### src/design/tilt_complementary_filter_unit_defines.svh
// Assertion macros shared by the tilt filter RTL.
`ifndef TILT_COMPLEMENTARY_FILTER_UNIT_DEFINES_SVH
`define TILT_COMPLEMENTARY_FILTER_UNIT_DEFINES_SVH

`ifndef SYNTHESIS

`define TCF_ASSERT_IMP(label, clk, rst_n, ante, cons) \
    label: assert property (@(posedge clk) disable iff (!(rst_n)) (ante) |-> (cons)) \
        else $error("tcf assertion failed");

`define TCF_ASSERT_NXT(label, clk, rst_n, ante, cons) \
    label: assert property (@(posedge clk) disable iff (!(rst_n)) (ante) |=> (cons)) \
        else $error("tcf assertion failed");

`else

`define TCF_ASSERT_IMP(label, clk, rst_n, ante, cons)

`define TCF_ASSERT_NXT(label, clk, rst_n, ante, cons)

`endif

`endif

### src/design/tcf_pkg.sv
package tcf_pkg;

    localparam int CORDIC_STEPS   = 16;
    localparam int ATAN_TABLE_LEN = 24;
    localparam int CORDIC_ITERS   = (CORDIC_STEPS > ATAN_TABLE_LEN) ? ATAN_TABLE_LEN
                                                                    : CORDIC_STEPS;
    localparam int ATAN_IDX_W     = $clog2(ATAN_TABLE_LEN);

    localparam int SAMPLE_W        = 16;
    localparam int SAMPLE_XW       = SAMPLE_W + 1;
    localparam int ANGLE_W         = 19;
    localparam int A16_W           = 20;
    localparam int CORDIC_XW       = 34;
    localparam int CORDIC_ACC_W    = 28;
    localparam int CORDIC_PRESHIFT = 14;
    localparam int Q24_TO_Q16      = 8;
    localparam int WEIGHT_W        = 16;
    localparam int GAIN_W          = 24;
    localparam int CFG_DATA_W      = 24;
    localparam int CFG_IDX_W       = 1;

    localparam logic signed [CORDIC_ACC_W-1:0] HALF_PI_Q24 = 28'sd26353589;
    localparam logic signed [CORDIC_ACC_W-1:0] Q24_ROUND   =
        CORDIC_ACC_W'(1) <<< (Q24_TO_Q16 - 1);

    localparam logic [WEIGHT_W-1:0] BLEND_WEIGHT_RESET   = 16'd64225;
    localparam logic [GAIN_W-1:0]   GYRO_STEP_GAIN_RESET = 24'd11993847;

    typedef enum logic [CFG_IDX_W-1:0] {
        CFG_BLEND_WEIGHT   = 1'b0,
        CFG_GYRO_STEP_GAIN = 1'b1
    } t_cfg_idx;

    function automatic logic signed [CORDIC_ACC_W-1:0] atan_q24(
        input logic [ATAN_IDX_W-1:0] idx
    );
        logic signed [CORDIC_ACC_W-1:0] v;
        case (idx)
            5'd0:    v = 28'sd13176795;
            5'd1:    v = 28'sd7778716;
            5'd2:    v = 28'sd4110060;
            5'd3:    v = 28'sd2086331;
            5'd4:    v = 28'sd1047214;
            5'd5:    v = 28'sd524117;
            5'd6:    v = 28'sd262123;
            5'd7:    v = 28'sd131069;
            5'd8:    v = 28'sd65536;
            5'd9:    v = 28'sd32768;
            5'd10:   v = 28'sd16384;
            5'd11:   v = 28'sd8192;
            5'd12:   v = 28'sd4096;
            5'd13:   v = 28'sd2048;
            5'd14:   v = 28'sd1024;
            5'd15:   v = 28'sd512;
            5'd16:   v = 28'sd256;
            5'd17:   v = 28'sd128;
            5'd18:   v = 28'sd64;
            5'd19:   v = 28'sd32;
            5'd20:   v = 28'sd16;
            5'd21:   v = 28'sd8;
            5'd22:   v = 28'sd4;
            5'd23:   v = 28'sd2;
            default: v = '0;
        endcase
        return v;
    endfunction

endpackage

### src/design/tcf_sample_if.sv
interface tcf_sample_if import tcf_pkg::*; ();
    logic                       valid;
    logic                       ready;
    logic signed [SAMPLE_W-1:0] accel_y;
    logic signed [SAMPLE_W-1:0] accel_z;
    logic signed [SAMPLE_W-1:0] gyro_rate;

    modport source (output valid, output accel_y, output accel_z, output gyro_rate,
                    input ready);
    modport sink (input valid, input accel_y, input accel_z, input gyro_rate,
                  output ready);
endinterface

### src/design/tcf_angle_if.sv
interface tcf_angle_if import tcf_pkg::*; ();
    logic                      valid;
    logic                      ready;
    logic signed [ANGLE_W-1:0] tilt_angle;

    modport source (output valid, output tilt_angle, input ready);
    modport sink (input valid, input tilt_angle, output ready);
endinterface

### src/design/tilt_complementary_filter_unit.sv
// Tilt complementary filter. Each sample item yields one fused tilt angle in radians
// (Q2.16, saturated): the accelerometer tilt atan2(-accel_z, accel_y) from a 16-step
// vectoring CORDIC is blended with the kept angle plus gyro_step_gain times gyro_rate,
// weighted by blend_weight. After acceptance an item runs through the CORDIC's shift-add unit,
// then four passes through one 25 x 18 multiplier and the sums of their products, is rounded
// and saturated, and is loaded into the output register once that is free; only then is the
// next sample accepted.
// The result sits in an output register, so the next sample is taken while it waits.
// Write the registers only while no sample is in progress.
`include "tilt_complementary_filter_unit_defines.svh"

module tilt_complementary_filter_unit import tcf_pkg::*; (
    input  logic                  i_clk,
    input  logic                  i_rst_n,
    input  logic                  i_cfg_we,
    input  logic [CFG_IDX_W-1:0]  i_cfg_idx,
    input  logic [CFG_DATA_W-1:0] i_cfg_data,
    tcf_sample_if.sink            i_sample,
    tcf_angle_if.source           o_tilt
);

    typedef enum logic [3:0] {
        S_IDLE,
        S_CORDIC,
        S_MUL_A,
        S_MUL_G,
        S_PRED,
        S_MUL_LO,
        S_MUL_HI,
        S_ACC_HI,
        S_ROUND,
        S_OUT
    } t_state;

    localparam int MUL_A_W   = 25;
    localparam int MUL_B_W   = 18;
    localparam int PROD_W    = MUL_A_W + MUL_B_W;
    localparam int PRED_W    = 45;
    localparam int PRED_LO_W = 24;
    localparam int SUM_W     = 64;
    localparam int SUM_SHIFT = 24;
    localparam int BLEND_SH  = 40;
    localparam int RES_W     = SUM_W - BLEND_SH;

    localparam logic signed [SUM_W-1:0] BLEND_ROUND = SUM_W'(1) <<< (BLEND_SH - 1);
    localparam logic signed [RES_W-1:0] RES_MAX     = RES_W'((1 << (ANGLE_W - 1)) - 1);
    localparam logic signed [RES_W-1:0] RES_MIN     = -RES_W'(1 << (ANGLE_W - 1));
    localparam logic [WEIGHT_W:0]       WEIGHT_ONE  = (WEIGHT_W + 1)'(1 << WEIGHT_W);

    t_state                     r_state;
    logic [WEIGHT_W-1:0]        r_weight;
    logic [GAIN_W-1:0]          r_gain;
    logic signed [ANGLE_W-1:0]  r_fused;
    logic signed [SAMPLE_W-1:0] r_gr;
    logic signed [A16_W-1:0]    r_a16;
    logic signed [PROD_W-1:0]   r_prod;
    logic signed [PRED_W-1:0]   r_pred;
    logic signed [SUM_W-1:0]    r_sum;
    logic signed [ANGLE_W-1:0]  r_res;
    logic                       r_out_valid;
    logic signed [ANGLE_W-1:0]  r_out_data;

    logic                        accept;
    logic                        cordic_done;
    logic signed [A16_W-1:0]     cordic_angle;
    logic signed [SAMPLE_XW-1:0] cordic_y;
    logic [WEIGHT_W:0]           one_minus_w;
    logic signed [MUL_A_W-1:0]   mul_a;
    logic signed [MUL_B_W-1:0]   mul_b;
    logic signed [SUM_W-1:0]     rnd_sum;
    logic signed [RES_W-1:0]     res_wide;
    logic signed [ANGLE_W-1:0]   res_sat;
    logic                        out_free;

    assign accept          = i_sample.valid && i_sample.ready;
    assign i_sample.ready  = (r_state == S_IDLE);
    assign o_tilt.valid    = r_out_valid;
    assign o_tilt.tilt_angle = r_out_data;
    assign out_free        = !r_out_valid || o_tilt.ready;
    assign cordic_y        = -SAMPLE_XW'(i_sample.accel_z);

    tcf_cordic u_cordic (
        .i_clk   (i_clk),
        .i_rst_n (i_rst_n),
        .i_start (accept),
        .i_x     (SAMPLE_XW'(i_sample.accel_y)),
        .i_y     (cordic_y),
        .o_done  (cordic_done),
        .o_angle (cordic_angle)
    );

    always_comb begin
        one_minus_w = WEIGHT_ONE - {1'b0, r_weight};
        case (r_state)
            S_MUL_A: begin
                mul_a = MUL_A_W'(r_a16);
                mul_b = $signed({1'b0, one_minus_w});
            end
            S_MUL_G: begin
                mul_a = $signed({1'b0, r_gain});
                mul_b = MUL_B_W'(r_gr);
            end
            S_MUL_LO: begin
                mul_a = $signed({1'b0, r_pred[PRED_LO_W-1:0]});
                mul_b = $signed({2'b00, r_weight});
            end
            S_MUL_HI: begin
                mul_a = MUL_A_W'($signed(r_pred[PRED_W-1:PRED_LO_W]));
                mul_b = $signed({2'b00, r_weight});
            end
            default: begin
                mul_a = '0;
                mul_b = '0;
            end
        endcase
    end

    always_comb begin
        rnd_sum  = r_sum + BLEND_ROUND;
        res_wide = rnd_sum[SUM_W-1:BLEND_SH];
        if (res_wide > RES_MAX) begin
            res_sat = ANGLE_W'(RES_MAX);
        end else if (res_wide < RES_MIN) begin
            res_sat = ANGLE_W'(RES_MIN);
        end else begin
            res_sat = ANGLE_W'(res_wide);
        end
    end

    always_ff @(posedge i_clk) begin
        if (!i_rst_n) begin
            r_weight <= BLEND_WEIGHT_RESET;
            r_gain   <= GYRO_STEP_GAIN_RESET;
        end else if (i_cfg_we) begin
            case (t_cfg_idx'(i_cfg_idx))
                CFG_BLEND_WEIGHT:   r_weight <= i_cfg_data[WEIGHT_W-1:0];
                CFG_GYRO_STEP_GAIN: r_gain   <= i_cfg_data[GAIN_W-1:0];
                default: ;
            endcase
        end
    end

    always_ff @(posedge i_clk) begin
        r_prod <= mul_a * mul_b;
    end

    always_ff @(posedge i_clk) begin
        if (!i_rst_n) begin
            r_state     <= S_IDLE;
            r_fused     <= '0;
            r_out_valid <= 1'b0;
        end else begin
            if (o_tilt.valid && o_tilt.ready && (r_state != S_OUT)) begin
                r_out_valid <= 1'b0;
            end
            case (r_state)
                S_IDLE: begin
                    if (accept) begin
                        r_gr    <= i_sample.gyro_rate;
                        r_state <= S_CORDIC;
                    end
                end
                S_CORDIC: begin
                    if (cordic_done) begin
                        r_a16   <= cordic_angle;
                        r_state <= S_MUL_A;
                    end
                end
                S_MUL_A: begin
                    r_state <= S_MUL_G;
                end
                S_MUL_G: begin
                    r_sum   <= SUM_W'(r_prod) <<< SUM_SHIFT;
                    r_state <= S_PRED;
                end
                S_PRED: begin
                    r_pred  <= (PRED_W'(r_fused) <<< SUM_SHIFT) + PRED_W'(r_prod);
                    r_state <= S_MUL_LO;
                end
                S_MUL_LO: begin
                    r_state <= S_MUL_HI;
                end
                S_MUL_HI: begin
                    r_sum   <= r_sum + SUM_W'(r_prod);
                    r_state <= S_ACC_HI;
                end
                S_ACC_HI: begin
                    r_sum   <= r_sum + (SUM_W'(r_prod) <<< SUM_SHIFT);
                    r_state <= S_ROUND;
                end
                S_ROUND: begin
                    r_res   <= res_sat;
                    r_state <= S_OUT;
                end
                S_OUT: begin
                    if (out_free) begin
                        r_out_data  <= r_res;
                        r_out_valid <= 1'b1;
                        r_fused     <= r_res;
                        r_state     <= S_IDLE;
                    end
                end
                default: begin
                    r_state <= S_IDLE;
                end
            endcase
        end
    end

    `TCF_ASSERT_NXT(a_busy_after_accept, i_clk, i_rst_n, accept, !i_sample.ready)
    `TCF_ASSERT_IMP(a_done_while_waiting, i_clk, i_rst_n, cordic_done, r_state == S_CORDIC)
    `TCF_ASSERT_IMP(a_out_matches_state, i_clk, i_rst_n, r_out_valid, r_out_data == r_fused)
    `TCF_ASSERT_NXT(a_result_loaded, i_clk, i_rst_n, (r_state == S_OUT) && out_free,
                    r_out_valid && (r_state == S_IDLE))

endmodule

### src/design/tcf_cordic.sv
`include "tilt_complementary_filter_unit_defines.svh"

module tcf_cordic import tcf_pkg::*; (
    input  logic                        i_clk,
    input  logic                        i_rst_n,
    input  logic                        i_start,
    input  logic signed [SAMPLE_XW-1:0] i_x,
    input  logic signed [SAMPLE_XW-1:0] i_y,
    output logic                        o_done,
    output logic signed [A16_W-1:0]     o_angle
);

    typedef enum logic [1:0] {
        C_IDLE,
        C_RUN,
        C_ROUND
    } t_state;

    localparam logic [ATAN_IDX_W-1:0] LAST_STEP = ATAN_IDX_W'(CORDIC_ITERS - 1);

    t_state                         r_state;
    logic [ATAN_IDX_W-1:0]          r_cnt;
    logic                           r_zero;
    logic signed [CORDIC_XW-1:0]    r_x, r_y;
    logic signed [CORDIC_ACC_W-1:0] r_acc;

    logic signed [CORDIC_XW-1:0]    sx, sy, x0, y0, dx, dy, n_x, n_y;
    logic signed [CORDIC_ACC_W-1:0] acc0, n_acc, rnd;
    logic                           zero_in;

    always_comb begin
        sx      = CORDIC_XW'(i_x) <<< CORDIC_PRESHIFT;
        sy      = CORDIC_XW'(i_y) <<< CORDIC_PRESHIFT;
        zero_in = (i_x == '0) && (i_y == '0);
        if (sx < 0) begin
            if (sy >= 0) begin
                x0   = sy;
                y0   = -sx;
                acc0 = HALF_PI_Q24;
            end else begin
                x0   = -sy;
                y0   = sx;
                acc0 = -HALF_PI_Q24;
            end
        end else begin
            x0   = sx;
            y0   = sy;
            acc0 = '0;
        end
    end

    always_comb begin
        dx = r_y >>> r_cnt;
        dy = r_x >>> r_cnt;
        if (!r_y[CORDIC_XW-1]) begin
            n_x   = r_x + dx;
            n_y   = r_y - dy;
            n_acc = r_acc + atan_q24(r_cnt);
        end else begin
            n_x   = r_x - dx;
            n_y   = r_y + dy;
            n_acc = r_acc - atan_q24(r_cnt);
        end
        rnd = r_acc + Q24_ROUND;
    end

    always_ff @(posedge i_clk) begin
        if (!i_rst_n) begin
            r_state <= C_IDLE;
            o_done  <= 1'b0;
        end else begin
            o_done <= 1'b0;
            case (r_state)
                C_IDLE: begin
                    if (i_start) begin
                        r_x     <= x0;
                        r_y     <= y0;
                        r_acc   <= acc0;
                        r_zero  <= zero_in;
                        r_cnt   <= '0;
                        r_state <= C_RUN;
                    end
                end
                C_RUN: begin
                    r_x   <= n_x;
                    r_y   <= n_y;
                    r_acc <= n_acc;
                    r_cnt <= r_cnt + 1'b1;
                    if (r_cnt == LAST_STEP) begin
                        r_state <= C_ROUND;
                    end
                end
                C_ROUND: begin
                    o_angle <= r_zero ? '0 : rnd[CORDIC_ACC_W-1:CORDIC_ACC_W-A16_W];
                    o_done  <= 1'b1;
                    r_state <= C_IDLE;
                end
                default: begin
                    r_state <= C_IDLE;
                end
            endcase
        end
    end

    `TCF_ASSERT_IMP(a_start_when_idle, i_clk, i_rst_n, i_start, r_state == C_IDLE)
    `TCF_ASSERT_IMP(a_x_nonneg, i_clk, i_rst_n, r_state == C_RUN, !r_x[CORDIC_XW-1])
    `TCF_ASSERT_IMP(a_done_to_idle, i_clk, i_rst_n, o_done, r_state == C_IDLE)

endmodule

### src/flat_wrapper.sv
// flat-port wrapper written by rule: the top's interface ports become plain ports
module tilt_complementary_filter_unit_flat import tcf_pkg::*;
  (i_clk, i_rst_n, i_cfg_we, i_cfg_idx, i_cfg_data, i_sample_valid, i_sample_accel_y, i_sample_accel_z, i_sample_gyro_rate, i_sample_ready, o_tilt_valid, o_tilt_tilt_angle, o_tilt_ready);
  tcf_sample_if i_sample_i ();
  tcf_angle_if o_tilt_i ();
  input  logic i_clk;
  input  logic i_rst_n;
  input  logic i_cfg_we;
  input  logic [CFG_IDX_W-1:0] i_cfg_idx;
  input  logic [CFG_DATA_W-1:0] i_cfg_data;
  input wire logic [$bits(i_sample_i.valid)-1:0] i_sample_valid;
  input wire logic [$bits(i_sample_i.accel_y)-1:0] i_sample_accel_y;
  input wire logic [$bits(i_sample_i.accel_z)-1:0] i_sample_accel_z;
  input wire logic [$bits(i_sample_i.gyro_rate)-1:0] i_sample_gyro_rate;
  output wire logic [$bits(i_sample_i.ready)-1:0] i_sample_ready;
  output wire logic [$bits(o_tilt_i.valid)-1:0] o_tilt_valid;
  output wire logic [$bits(o_tilt_i.tilt_angle)-1:0] o_tilt_tilt_angle;
  input wire logic [$bits(o_tilt_i.ready)-1:0] o_tilt_ready;
  assign i_sample_i.valid = i_sample_valid;
  assign i_sample_i.accel_y = i_sample_accel_y;
  assign i_sample_i.accel_z = i_sample_accel_z;
  assign i_sample_i.gyro_rate = i_sample_gyro_rate;
  assign i_sample_ready = i_sample_i.ready;
  assign o_tilt_valid = o_tilt_i.valid;
  assign o_tilt_tilt_angle = o_tilt_i.tilt_angle;
  assign o_tilt_i.ready = o_tilt_ready;
  tilt_complementary_filter_unit u_core (.i_clk(i_clk), .i_rst_n(i_rst_n), .i_cfg_we(i_cfg_we), .i_cfg_idx(i_cfg_idx), .i_cfg_data(i_cfg_data), .i_sample(i_sample_i), .o_tilt(o_tilt_i));
endmodule
### config.mk
export PLATFORM = sky130hd
export DESIGN_NAME = tilt_complementary_filter_unit_flat
export DESIGN_NICKNAME = d
export VERILOG_FILES = /design/src/design/tcf_pkg.sv /design/src/design/tcf_sample_if.sv /design/src/design/tcf_angle_if.sv /design/src/design/tilt_complementary_filter_unit.sv /design/src/design/tcf_cordic.sv /design/src/flat_wrapper.sv
export VERILOG_INCLUDE_DIRS = /design/src /design/src/design
export SDC_FILE = /design/constraint.sdc
export NUM_CORES = 2
export LEC_CHECK = 0
export ABC_AREA = 0
export BUFFER_PORTS_ARGS = -buffer_cell sky130_fd_sc_hd__buf_4
export CORE_UTILIZATION = 50
export CTS_CLUSTER_SIZE = 8
export DETAILED_ROUTE_END_ITERATION = 10
export PLACE_DENSITY = 0.74
export SYNTH_ARGS = -nofsm -noshare
export SYNTH_HDL_FRONTEND = slang
export SYNTH_SLANG_ARGS = --single-unit
### constraint.sdc
create_clock -name i_clk -period 9.5 [get_ports i_clk]
set_input_delay 1.425 -clock i_clk [delete_from_list [all_inputs] [get_ports i_clk]]
set_output_delay 1.425 -clock i_clk [all_outputs]
set_load 0.02 [all_outputs]
## After elaboration in Yosys (flattened, before gate mapping)

Memory sizes are Yosys's and may differ from the RTL's. A register that Yosys moved wholly into a read port is not among the register bits.
Index checks and enable logic that the tools add are counted.

| operators by class | value |
|---|---|
| add/subtract/negate cells | 16 |
| $mul | 1 |
| magnitude comparators | 4 |
| equal/unequal tests | 18 |
| shifts and indexed selects | 2 |
| muxes and demuxes | 36 |
| bitwise operators | 1 |
| reduce and logical (&&, ||, !) cells | 27 |

Operators by type and width:

| operator | number |
|---|---|
| two-way mux 34 bit | 8 |
| case mux 64 bit (3 select lines) | 1 |
| two-way mux 28 bit | 6 |
| case mux 34 bit (2 select lines) | 2 |
| case mux 25 bit (4 select lines) | 1 |
| adder 34 bit | 2 |
| >>> shifter 34 x 5 -> 34 bit | 2 |
| subtractor 34 bit | 2 |
| adder 64 x 41 -> 64 bit (second input constant) | 1 |
| adder 64 x 43 -> 64 bit | 1 |
| adder 64 bit | 1 |
| case mux 28 bit (2 select lines) | 1 |
| case mux 18 bit (3 select lines) | 1 |
| adder 43 x 43 -> 44 bit | 1 |
| multiplier 25 x 18 -> 43 bit | 1 |
| case mux 4 bit (10 select lines) | 1 |
| zero test 17 bit | 2 |
| negator 30 -> 34 bit | 1 |
| negator 31 -> 34 bit | 1 |
| greater-or-equal comparator 31 x 1 -> 1 bit (second input constant) | 1 |
| < comparator 30 x 1 -> 1 bit (second input constant) | 1 |
| adder 28 bit | 1 |
| adder 28 x 9 -> 28 bit (second input constant) | 1 |
| subtractor 28 bit | 1 |
| other kinds (33) | 64 |

| word-level totals | value |
|---|---|
| flip-flop bits (word level) | 415 |
| bits in read-only memories | 1,536 |
| input port bits | 78 |
| word-level logic and storage cells | 127 |
| memories | 2 |

Memory list:

| name | depth | bits a word | read ports | clocked after memory_dff | write ports | line | source |
|---|---|---|---|---|---|---|---|
| (name not given) | 32 | 24 | 1 | 1 | 0 | tcf_pkg.sv:38 | `case (idx)` |
| (name not given) | 32 | 24 | 1 | 1 | 0 | tcf_pkg.sv:38 |  |

## Logic depth before layout (Yosys ltp)

| logic depth | value |
|---|---|
| word-level depth | 6 |
| mapped depth | 35 |
| gate-level depth less buffers | 33 |

## Hierarchy

From an unflattened synthesis, not the netlist that was laid out.

| unflattened totals | value |
|---|---|
| cell total of the unflattened synthesis | 5,817 |
| area total of the unflattened synthesis | 51,762.1 µm² |

By module, submodules not included:

| module | times used | cells an instance | area an instance (µm²) | sequential area each (µm²) |
|---|---|---|---|---|
| tilt_complementary_filter_unit | 1 | 3,690 | 33,362.0 | 7,607.3 |
| tcf_cordic | 1 | 2,127 | 18,400.1 | 4,204.0 |

## Worst setup path before layout

No wires, ideal clock.

| timing | value |
|---|---|
| path type | reg2reg |
| start point | reg u_core.r_weight[0] |
| end point | reg u_core.r_prod[39] |
| setup time | 0.122 ns |
| arrival | 8.186 ns |
| required time | 9.378 ns |
| path slack | 1.192 ns |
| stages on the path, launching flop included | 31 |
| buffers on the path | 2 |
| cell sequence | dfxtp_1 -> or3_1 -> or3_1 -> or3_1 -> nor2_1 -> nand2_1 -> o21ai_0 -> a21oi_1 -> and2_1 -> clkbuf_1 -> clkbuf_1 -> nor2_1 -> fa_1 -> fa_1 -> fa_1 -> fa_1 -> fa_1 -> inv_1 -> fa_1 -> inv_1 -> ha_1 -> a21o_1 -> a21oi_1 -> o21bai_1 -> a21o_1 -> a21oi_1 -> nor2_1 -> or4b_2 -> o2111ai_1 -> a21boi_0 -> a311o_1 |

| on the way | value |
|---|---|
| cells in the longest elaborated chain, start to end | 3 |

Ends and longest elaborated chain:

| item | line | source |
|---|---|---|
| from (decl) | tilt_complementary_filter_unit.sv:51 | `logic [WEIGHT_W-1:0] r_weight;` |
| from (signal assigned) | tilt_complementary_filter_unit.sv:136 | `CFG_BLEND_WEIGHT: r_weight <= i_cfg_data[WEIGHT_W-1:0];` |
| subtractor 17 x 16 -> 17 bit | tilt_complementary_filter_unit.sv:93 | `one_minus_w = WEIGHT_ONE - {1'b0, r_weight};` |
| case mux 18 bit (3 select lines) (*) | tilt_complementary_filter_unit.sv:94 | `case (r_state)` |
| multiplier 25 x 18 -> 43 bit (*) | tilt_complementary_filter_unit.sv:144 | `r_prod <= mul_a * mul_b;` |
| to (signal assigned) | tilt_complementary_filter_unit.sv:144 |  |
| to (decl) | tilt_complementary_filter_unit.sv:56 | `logic signed [PROD_W-1:0] r_prod;` |

Every way passes the cells marked *; elsewhere a longest branch is shown, timed or not.
A chain may end at the register's enable or synchronous reset.

## Worst setup path in the final report

| timing | value |
|---|---|
| start point | reg u_core.r_weight[0] |
| end point | reg u_core.r_prod[40] |

Same word-level chain as after synthesis.

==> impl_metrics.toml <==
[drt]
via_per_inst = 6.12
drc = 0
ant_nets = 0
wl_per_cell_um = 21.9
drtIter0Drc = 4113
drt_wl_total_um = 157000
dr.pass1.iters = 6
vias = 43700

[place]
dp_cells = 7025
dpl.hpwl_um = 122000
dp_slack_ps = 442
io_buffers = 98
gp_congestion = 1.02

[floorplan]
die_h_um = 321
rows = 116
die-area_um2 = 103000
num_io_pins = 99
initial_core_util_pct = 50.6
core_um2 = 100000
die_w_um = 321

[setup_path]
worstRegToRegCells = 30
reg2reg_from = "u_core.r_weight[0]"
crit_required_ps = 10060
rr_endpoint = "u_core.r_prod[40]"
critPathArrivalTime_ps = 9570
path_max_fanout = 12
regToRegSetupSlack_ps = 490
worstSetupStartpointType = "flop"
critPathKind = "flop to flop"
crit_slowest_cell = "fa_1"
cpPeakStageDelay_ps = 540
cp-end-kind = "flop"
crit_top_cell = "fa_1"

[logic_synthesis]
avgSynthCellArea_um2 = 8.88
synth_area_um2 = 50900
syn_inst = 5724
ys_warn_count = 0
ys_seq_elements = 438
async_flop_share_pct = 0
yosysUniqueCellTypes = 93
yosysSeqAreaShare_pct = 23.2
synth_edf_count = 304
syn_nets = 6588
synth_ff_type = "edfxtp_1"

[sta]
finalSetupViolCount = 0
tns_ps = 0
finClkSkew_ps = 42.8
maxSlewHeadroom_pct = 8.45
holdWs_ps = 413
layout_setup_ws_ps = 490
fin_crit_sh_pct = 94.8
rsz0062_at_grt = "false"
max_freq_mhz = 111
hold_violations = 0
worst_slew_pin_slew_ps = 1370
final_max_slew_viol_count = 0
layout_min_cycle_time_ps = 9010

[global_routing]
antenna_found_initial = 7
grt_pass1_vias = 42100
grt_pass1_wl_um = 242000
overflow = 0
grt_start_max_net_pins = 88
grtUsageTotal_pct = 30.3

[cells_and_area]
synthToLayoutAreaGrowth_pct = 8.43
fin_nets = 6600
drive_gt1_share_pct = 7.71
fillers = 9070
fin_cells = 7146

[cts]
clk_latency_ps = 660
clkSlewWorstSetupHoldPaths_ps = 50
cts_root_buf = "clkbuf_16"
cts_buffers = 66
cts_tree = "built"
htree_levels = 3
clockBufferDepth = 3
postCtsHoldBufs = 0
cts_sinks = 438

[min_path]
holdCritStartpoint = "u_core.u_cordic.o_angle[18]"
hold_path.class = "flop to flop"
holdPathStages = 0
min_to = "u_core.r_a16[18]"

[pwr]
ir_worst_vdd_mv = 0.122
powerDensity_nw_per_um2 = 122
p_leak_nw = 24.1

[run_status]
status = "finished, final reports clean"

[job]
drv_cap = 0
Yosys cell counts, drive strengths merged (22+ instances only):
cell type	number	share of area (%)
a21o	129	1.9
ha	339	8.3
nand4	46	0.57
a21boi	50	0.74
dfxtp	134	5.3
nand2b	46	0.57
inv	620	4.6
buf	45	0.49
mux2	22	0.49
nor2b	42	0.52
o21a	59	0.87
a31oi	43	0.53
a22oi	36	0.53
clkbuf	212	1.6
o211ai	41	0.61
nor2	496	3.7
a221o	24	0.47
a211oi	51	0.77
xnor2	217	3.7
nand3	112	1.1
o21ai	280	2.8
o21bai	37	0.55
a21oi	312	3.1
mux2i	44	0.89
and2	57	0.70
nor3	90	0.90
o31ai	34	0.51
and4	25	0.43
nand2	765	5.7
edfxtp	304	18
xor2	150	2.6
mux4	90	4.0
fa	447	18
or3	32	0.39
and3	52	0.64
critical path, delay by kind of cell, from the launching register on:
family / cells / cell delay (ps)
simple gates: 11 / 2690
xor+xnor: 1 / 130
fa+ha+maj: 7 / 3520
compound gates: 7 / 1640
flops: 1 / 330
buf+inv: 4 / 560
kinds of logic after synthesis:
| family | after synthesis | share of synthesized area, % |
|---|---|---|
| AO/OA/AOI/OAI | 1251 | 16.0 |
| XOR/XNOR | 367 | 6.32 |
| adder cells (fa/ha/maj) | 786 | 25.9 |
| buffers and inverters | 877 | 6.63 |
| flip-flops | 438 | 23.2 |
| multiplexers | 156 | 5.36 |
| AND/OR/NAND/NOR | 1849 | 16.5 |
placed cells by master (no fill, tap or decap), types with 36 or more instances in the layout:
cell type / n
and3_1: 51
a31oi_1: 43
o21a_1: 58
mux4_2: 90
clkbuf_1: 40
a211oi_1: 49
a21o_1: 129
inv_1: 616
mux2i_1: 43
o21ai_0: 265
a21oi_1: 312
a21boi_0: 49
clkbuf_16: 68
nand2b_1: 45
nor2b_1: 41
xnor2_1: 217
xor2_1: 150
buf_4: 197
nor2_1: 491
o211ai_1: 41
nand2_1: 763
a22oi_1: 36
nor3_1: 86
nand3_1: 111
fa_1: 447
dfxtp_1: 134
ha_1: 339
o21bai_1: 37
and2_1: 56
nand4_1: 46
edfxtp_1: 304
layer usage:
layer | vias up | track usage, % | part of all wire (%) | wire [um]
li1 | 19800 | - | - | -
met1 | 21300 | 39.1 | 39 | 61700
met2 | 2107 | 48.0 | 45 | 70800
met3 | 486 | 6.26 | 9.5 | 14800
met4 | 10 | 16.3 | 6.0 | 9420
met5 | - | 0 | 0.038 | 60
power by group:
part	total (mW)	switching, mW	internal [mW]	leakage (nW)
logic	2.15	1.24	0.907	19.3
clock network	2.31	0.957	1.35	0.951
registers	2.26	0.114	2.15	3.85
total	6.72	2.31	4.40	24.1
through the flow:
stage	power, mW	instance area [um2]	util (%)
6_report	6.72	55100	54.9
5_1_grt	7.02	55100	54.9
4_1_cts	6.71	55100	54.9
3_5_place_dp	4.39	53100	52.9
3_3_place_gp	4.35	53100	52.9
2_1_floorplan	3.90	50900	-
area by class of cell:
| class | count | area [um2] | area share (%) |
|---|---|---|---|
| Antenna cell | 4 | 10.0 | 0.0182 |
| Inverter | 620 | 2330 | 4.22 |
| Clock inverter | 8 | 140 | 0.254 |
| Sequential cell | 438 | 11800 | 21.4 |
| Timing Repair Buffer | 201 | 1560 | 2.83 |
| Multi-Input combinational cell | 4409 | 35700 | 64.8 |
| Tap cell | 1357 | 1700 | 3.08 |
| Clock buffer | 109 | 1870 | 3.38 |
repair_timing:
item,CTS,global route
buffers inserted,0,0
resized for setup,0,4
setup endpoints to repair,0,7
flip-flops by register name, indices dropped and copies added (netlist names), 19 cells and up, named ones only:
signal                    count
u_core.u_cordic.r_x          34
u_core.r_gain                24
u_core.u_cordic.r_acc        28
u_core.r_res                 19
u_core.u_cordic.r_y          34
u_core.u_cordic.o_angle      20
u_core.r_sum                 64
u_core.r_prod                43
u_core.r_fused               19
u_core.o_tilt.tilt_angle     19
u_core.r_pred                44
u_core.r_a16                 20
how the worst max path moves through the flow:
| stage | end | start | slack, ps |
|---|---|---|---|
| 3_5_place_dp | u_core.r_prod[39] | u_core.r_weight[0] | 440 |
| 6_report | u_core.r_prod[40] | u_core.r_weight[0] | 490 |
| 5_1_grt | u_core.r_prod[39] | u_core.r_weight[0] | 10 |
| 4_1_cts | u_core.r_prod[39] | u_core.r_weight[0] | 390 |
| 2_1_floorplan | u_core.r_prod[39] | u_core.r_weight[0] | 1190 |
| 3_3_place_gp | u_core.r_prod[39] | u_core.r_weight[0] | 520 |
(Power assumes the default switching activity.)
